[config.mk]
export PLATFORM = sky130hd
export DESIGN_NAME = vprb_ctrl
export DESIGN_NICKNAME = d
export VERILOG_FILES = /design/src/sv/vprb_pkg.sv /design/src/sv/vprb_ctrl.sv
export SDC_FILE = /design/constraint.sdc
export NUM_CORES = 1
export LEC_CHECK = 0
export ABC_AREA = 1
export BUFFER_PORTS_ARGS = -buffer_cell sky130_fd_sc_hd__buf_2
export CORE_AREA = 5 5 42 44
export CTS_BUF_LIST = sky130_fd_sc_hd__clkbuf_8
export CTS_CLUSTER_DIAMETER = 40
export DETAILED_ROUTE_END_ITERATION = 16
export DIE_AREA = 0 0 47 49
export GPL_ROUTABILITY_DRIVEN = 0
export HOLD_SLACK_MARGIN = 0.08
export PLACE_DENSITY = 0.3
export SLEW_MARGIN = 10
export SYNTH_ARGS = -nofsm -noshare
export SYNTH_HDL_FRONTEND = slang
export SYNTH_SLANG_ARGS = --single-unit
[constraint.sdc]
create_clock -name i_clk -period 0.9 [get_ports i_clk]
set_input_delay 0.135 -clock i_clk [delete_from_list [all_inputs] [get_ports i_clk]]
set_output_delay 0.135 -clock i_clk [all_outputs]
set_load 0.005 [all_outputs]
[src/sv/vprb_pkg.sv]
package vprb_pkg;

    // Input action codes
    localparam logic [2:0] ACT_PUT_HEADER = 3'd0;
    localparam logic [2:0] ACT_PUT_WORD   = 3'd1;
    localparam logic [2:0] ACT_PEEK       = 3'd2;
    localparam logic [2:0] ACT_READ_WORD  = 3'd3;
    localparam logic [2:0] ACT_RELEASE    = 3'd4;

    // Result status codes
    typedef enum logic [2:0] {
        ST_OK      = 3'd0,
        ST_FULL    = 3'd1,
        ST_LONG    = 3'd2,
        ST_EMPTY   = 3'd3,
        ST_OVERRUN = 3'd4
    } t_status;

    // Controller states, one-hot
    typedef enum logic [1:0] {
        S_IDLE = 2'b01,
        S_EXEC = 2'b10
    } t_state;

    // Commands from controller to datapath
    typedef struct packed {
        logic capture;  // transaction accepted: latch fields, issue store read
        logic commit;   // apply the action and load the output register
    } t_cmd;

    // Packet size in words fits 8 bits: 1 + 31 + 64 at most
    localparam int TOT_W = 8;
    typedef logic [TOT_W-1:0] t_total;

    // Header word layout
    localparam int SPILL_POS = 31;
    localparam int IN_TDATA_W  = 48;  // byte_len, data_word, word_offset, pad
    localparam int OUT_TDATA_W = 40;  // head_len, read_data

    // 1 + frame + data length rounded up to whole words
    function automatic t_total packet_words(input logic [7:0] len, input logic [4:0] frame);
        logic [8:0] padded;
        padded = {1'b0, len} + 9'd3;
        return TOT_W'(1) + TOT_W'(frame) + TOT_W'(padded >> 2);
    endfunction

endpackage

[src/sv/vprb_ctrl.sv]
module vprb_ctrl (
    input  logic              i_clk,
    input  logic              i_rst_n,
    input  logic              s_axis_tvalid,
    output logic              s_axis_tready,
    output logic              m_axis_tvalid,
    input  logic              m_axis_tready,
    output vprb_pkg::t_cmd    o_cmd
);

    vprb_pkg::t_state r_state, n_state;
    logic             r_out_valid, n_out_valid;
    logic             accept;
    logic             out_free;

    assign s_axis_tready = (r_state == vprb_pkg::S_IDLE);
    assign m_axis_tvalid = r_out_valid;
    assign accept        = s_axis_tvalid & s_axis_tready;
    assign out_free      = !r_out_valid || m_axis_tready;

    always_comb begin
        n_state       = r_state;
        o_cmd.capture = 1'b0;
        o_cmd.commit  = 1'b0;
        case (r_state)
            vprb_pkg::S_IDLE: begin
                if (accept) begin
                    o_cmd.capture = 1'b1;
                    n_state       = vprb_pkg::S_EXEC;
                end
            end
            vprb_pkg::S_EXEC: begin
                // hold here while the previous result is still unclaimed
                if (out_free) begin
                    o_cmd.commit = 1'b1;
                    n_state      = vprb_pkg::S_IDLE;
                end
            end
            default: n_state = vprb_pkg::S_IDLE;
        endcase
    end

    always_comb begin
        if (o_cmd.commit) begin
            n_out_valid = 1'b1;
        end else if (m_axis_tready) begin
            n_out_valid = 1'b0;
        end else begin
            n_out_valid = r_out_valid;
        end
    end

    always_ff @(posedge i_clk) begin
        if (!i_rst_n) begin
            r_state     <= vprb_pkg::S_IDLE;
            r_out_valid <= 1'b0;
        end else begin
            r_state     <= n_state;
            r_out_valid <= n_out_valid;
        end
    end

    a_accept_to_exec: assert property (@(posedge i_clk) disable iff (!i_rst_n)
        accept |=> (r_state == vprb_pkg::S_EXEC) && !s_axis_tready)
        else $error("accepted transaction did not move to execute");

    a_commit_shows_result: assert property (@(posedge i_clk) disable iff (!i_rst_n)
        o_cmd.commit |=> m_axis_tvalid)
        else $error("committed result not presented");

    a_stall_holds_exec: assert property (@(posedge i_clk) disable iff (!i_rst_n)
        (r_state == vprb_pkg::S_EXEC) && r_out_valid && !m_axis_tready
        |=> (r_state == vprb_pkg::S_EXEC) && $stable(r_out_valid))
        else $error("result overwritten while receiver stalls");

endmodule

* Yosys cells after proc, flatten, opt, wreduce, memory -nomap -nowiden
Cells that the tools add are included.
Storage, ports and cells: flip-flop bits (word level) 3, output and inout bits 4, input bits 4, word-level logic and storage cells 20
Operators by class: multiplexer cells 9, reductions and logical operators 4, bitwise logic cells 1, eq/ne operators 4
Operators with widths (count):
- $mux 1 | 6
- $mux 2 | 2
- $pmux 2 s2 | 1
- $eq 2x1->1 const B | 1
- $eq 2x2->1 const B | 1
- $ne 2x1->1 const B | 1
- $ne 2x2->1 const B | 1
- $reduce_and 2->1 | 1
- $reduce_bool 2->1 | 1
- $and 1x1->1 | 1
- $logic_not 1->1 | 1
- $logic_or 1x1->1 | 1

* Logic depth before layout (Yosys ltp)
depth in word-level cells 5, mapped depth 5, mapped depth without buffers 5

* Least setup slack after synthesis
OpenSTA, ideal clock, no wires.
path kind reg2out, start register r_out_valid (netlist: m_axis_tvalid), end output o_cmd[0] (netlist bit), data arrival time 0.667 ns, setup slack 0.098 ns, buffers on the path 1, cell stages (with the launch flop) 5, cell sequence dfxtp_1 inv_1 nor2_4 nor3_1 buf_4
RTL lines:
- from (decl) | RTL line vprb_ctrl.sv:12 | logic r_out_valid, n_out_valid;
- from (signal assigned) | RTL line vprb_ctrl.sv:59 | r_out_valid <= n_out_valid;
- to (decl) | RTL line vprb_ctrl.sv:8 | output vprb_pkg::t_cmd o_cmd

==> impl_metrics.toml <==
[run_status]
status = "finished with violations"
violations = "negative setup slack"

[power_and_ir_drop]
power_frac_comb_pct = 9.6
total_power_uw = 585.2
p_leak_nw = 0.1372
internal_power_uw = 459.0
p_clk_share_pct = 65.2
switching_share_pct = 21.56
p_seq_share_pct = 25.3
ir_worst_vdd_uv = 1088
power_density_nw_per_um2 = 2079
switching_power_uw = 126.2

[routing]
ant_nets = 0
first_pass_iters = 2
routed_wl_um = 362
drt_iter0_drc = 1
vias = 154
drc = 0
routedWlPerCell_um = 7.702
viasPerCell = 3.277

[die]
ioPinCount = 8
core_area_um2 = 1401
num_rows = 14
die_h_um = 49
initial_utilization_pct = 10.89
dieWidth_um = 47
dieArea_um2 = 2303

[finish]
nFillCells = 170
antenna_cells = 0
regArea_um2 = 66.31
mostFrequentLayoutCells = "7 x buf_2, 3 x nand2_1, 3 x inv_1, 3 x clkbuf_8"
layout-drive-gt1-share_pct = 77.42
final_cell_area_um2 = 281.5
post-route-util_pct = 20.09
area_growth_pct = 84.43
multi_input_area_um2 = 78.83
final_common_cell = "buf_2"
layout.nets = 36

[worst_setup_path]
crit_chain = "nor3_2 > buf_2"
path_max_fanout = 4
arrival_ns = 0.86
cp.required_ns = 0.76
crit_family = "flip-flops"
max_stage_delay_ns = 0.35
cp_slowest_cell = "dfxtp_4"
cp-end-kind = "primary output"
worstReg2RegStart = "r_state[1]$_SDFFE_PN0P_"
cp.buffers_inverters = 1
worst-setup-path-type = "reg2out"
timing.rr.end = "r_state[0]$_SDFFE_PN1P_"
start_kind = "flop"
rrSetupSlack_ns = 0.02
worst_r2r_path_depth = 6

[clock_tree]
cts-root-buf = "clkbuf_8"
clk_pin_slew_worst_paths_ns = 0.03
ctsHoldBuffers = 0
cts.sink_count = 3
cts_tree = "built"
htreeDepth = 1
clkLatencyLatePin_ns = 0.22
cts_buffer_depth = 2
cts_buffers = 3

[global_route]
grt_pass1_wl_um = 683
grt_max_degree = 5
grt_pass1_vias = 174
overflow = 0
antenna_found_initial = 0
grtUsageTotal_pct = 4.859

[timing]
setup_viol = 3
slew_headroom_pct = 92.50
finalHoldViolCount = 0
maxClockFrequency_mhz = 1008
fin_crit_sh_pct = 110.2
drv_slew = 0
period_needed_ns = 0.9916
worst_pin_slew_ns = 0.1119
setup_slack_ns = -0.09162
rsz0062_at_grt = "yes"
clock-skew-final_ns = 0.0004808

[synthesis]
synth_xor_area_share_pct = 0
synth_top_family_by_area = "simple AND/OR/NAND/NOR gates"
yosys.area_share.simple_pct = 32.79
synth-compound-area-share_pct = 10.66
synth_fa_ha_area_share_pct = 0
avgSynthCellArea_um2 = 8.034
netlist_area_um2 = 152.6
muxShareOfSynthArea_pct = 0
synth.largest_area_cell = "dfxtp_1"
seq_area_frac_synth_pct = 39.34
synth_cell_types = 11
postSynthCellCount = 19
synthesis.nets = 23
ys_warn_count = 0
synthTopCellsByArea = "dfxtp_1 39%, inv_1 12%, nand2_1 7.4%"
ys_ff_latch = 3
yosysTopAreaCellShare_pct = 39.34

[min_path]
hold_path.class = "in2reg"
holdCritStartpoint = "i_rst_n"
worstHoldPathCells = 2
hold_path_end = "r_state[0]$_SDFFE_PN1P_"

[place]
place_area_um2 = 200.2
portBuffers = 7

[flow_run]
maxCapViolCount = 0
==> registers in the layout, summed over array words and instances, names as in the netlist <==
| name | flops |
|---|---|
| r_state | 2 |
| m_axis_tvalid | 1 |
==> kinds of logic after synthesis <==
kind of cell | after synthesis
AND/OR/NAND/NOR | 8
buffers and inverters | 6
flip-flops | 3
AO/OA/AOI/OAI | 2
==> Yosys cell counts <==
cell     count
dfxtp_1      3
nor2_4       1
buf_4        1
o21a_1       1
a21oi_2      1
nand2_2      1
nand2_1      3
nor2_2       1
nor3_1       1
inv_1        5
nand3_2      1
==> routing by layer <==
metal | wire [um] | vias up | GRT usage (%)
met5 | 0 | - | 0
met4 | 17 | 0 | 5.530
met3 | 62 | 2 | 4.797
met2 | 156 | 8 | 5.430
met1 | 125 | 66 | 4.396
li1 | - | 78 | -
==> layout make-up <==
class	count	share of cell area (%)
repair buffers	9	17.78
flip-flops and latches	3	23.56
multi-input cells	10	28.00
clock buffers	3	14.67
inverters	5	7.556
well taps	16	7.111
clock inverters	1	1.333
==> worst reg2reg max path: cells and delay by family (launching register included) <==
family / cells / cell delay [ns]
buffers and inverters: 2 / 0.17
DFF: 1 / 0.33
and+or+nand+nor: 4 / 0.29
==> through the flow <==
| step | hold WS [ns] | TNS, ns | worst slack (ns) | cells |
|---|---|---|---|---|
| floorplan | 0.2037 | 0 | 0.09768 | 19 |
| global placement | 0.3339 | 0 | 0.08290 | 41 |
| detailed placement | 0.3387 | 0 | 0.07237 | 41 |
| CTS | 0.1066 | -0.2074 | -0.08935 | 47 |
| global route | 0.1278 | -0.3947 | -0.1311 | 47 |
| finish | 0.1058 | -0.1695 | -0.09162 | 47 |
==> worst max-delay path by stage <==
stage	startpoint	end	slack [ns]	cells after the start
after floorplan	m_axis_tvalid$_SDFFE_PN0P_	o_cmd[0]	0.1	4
after global placement	r_state[1]$_SDFFE_PN0P_	o_cmd[1]	0.08	4
after detailed placement	r_state[1]$_SDFFE_PN0P_	o_cmd[1]	0.07	4
after CTS	r_state[1]$_SDFFE_PN0P_	o_cmd[0]	-0.09	3
after global routing	r_state[0]$_SDFFE_PN1P_	o_cmd[0]	-0.13	2
final	r_state[0]$_SDFFE_PN1P_	o_cmd[0]	-0.09	2
==> power by group through the flow <==
| stage | clock network, mW | registers [mW] | logic, mW |
|---|---|---|---|
| CTS | 0.388 | 0.149 | 0.0567 |
| global placement | 0 | 0.147 | 0.0450 |
| global route | 0.418 | 0.149 | 0.0636 |
| floorplan | 0 | 0.146 | 0.0251 |
| finish | 0.381 | 0.148 | 0.0560 |
| detailed placement | 0 | 0.146 | 0.0461 |
==> what timing repair did <==
item                                    CTS  global route
endpoints found under the setup margin    3             5
pin swaps                                 1             0
resized for setup                         8             2
buffers inserted                          2             0
Power figures use the tool's default switching activity.
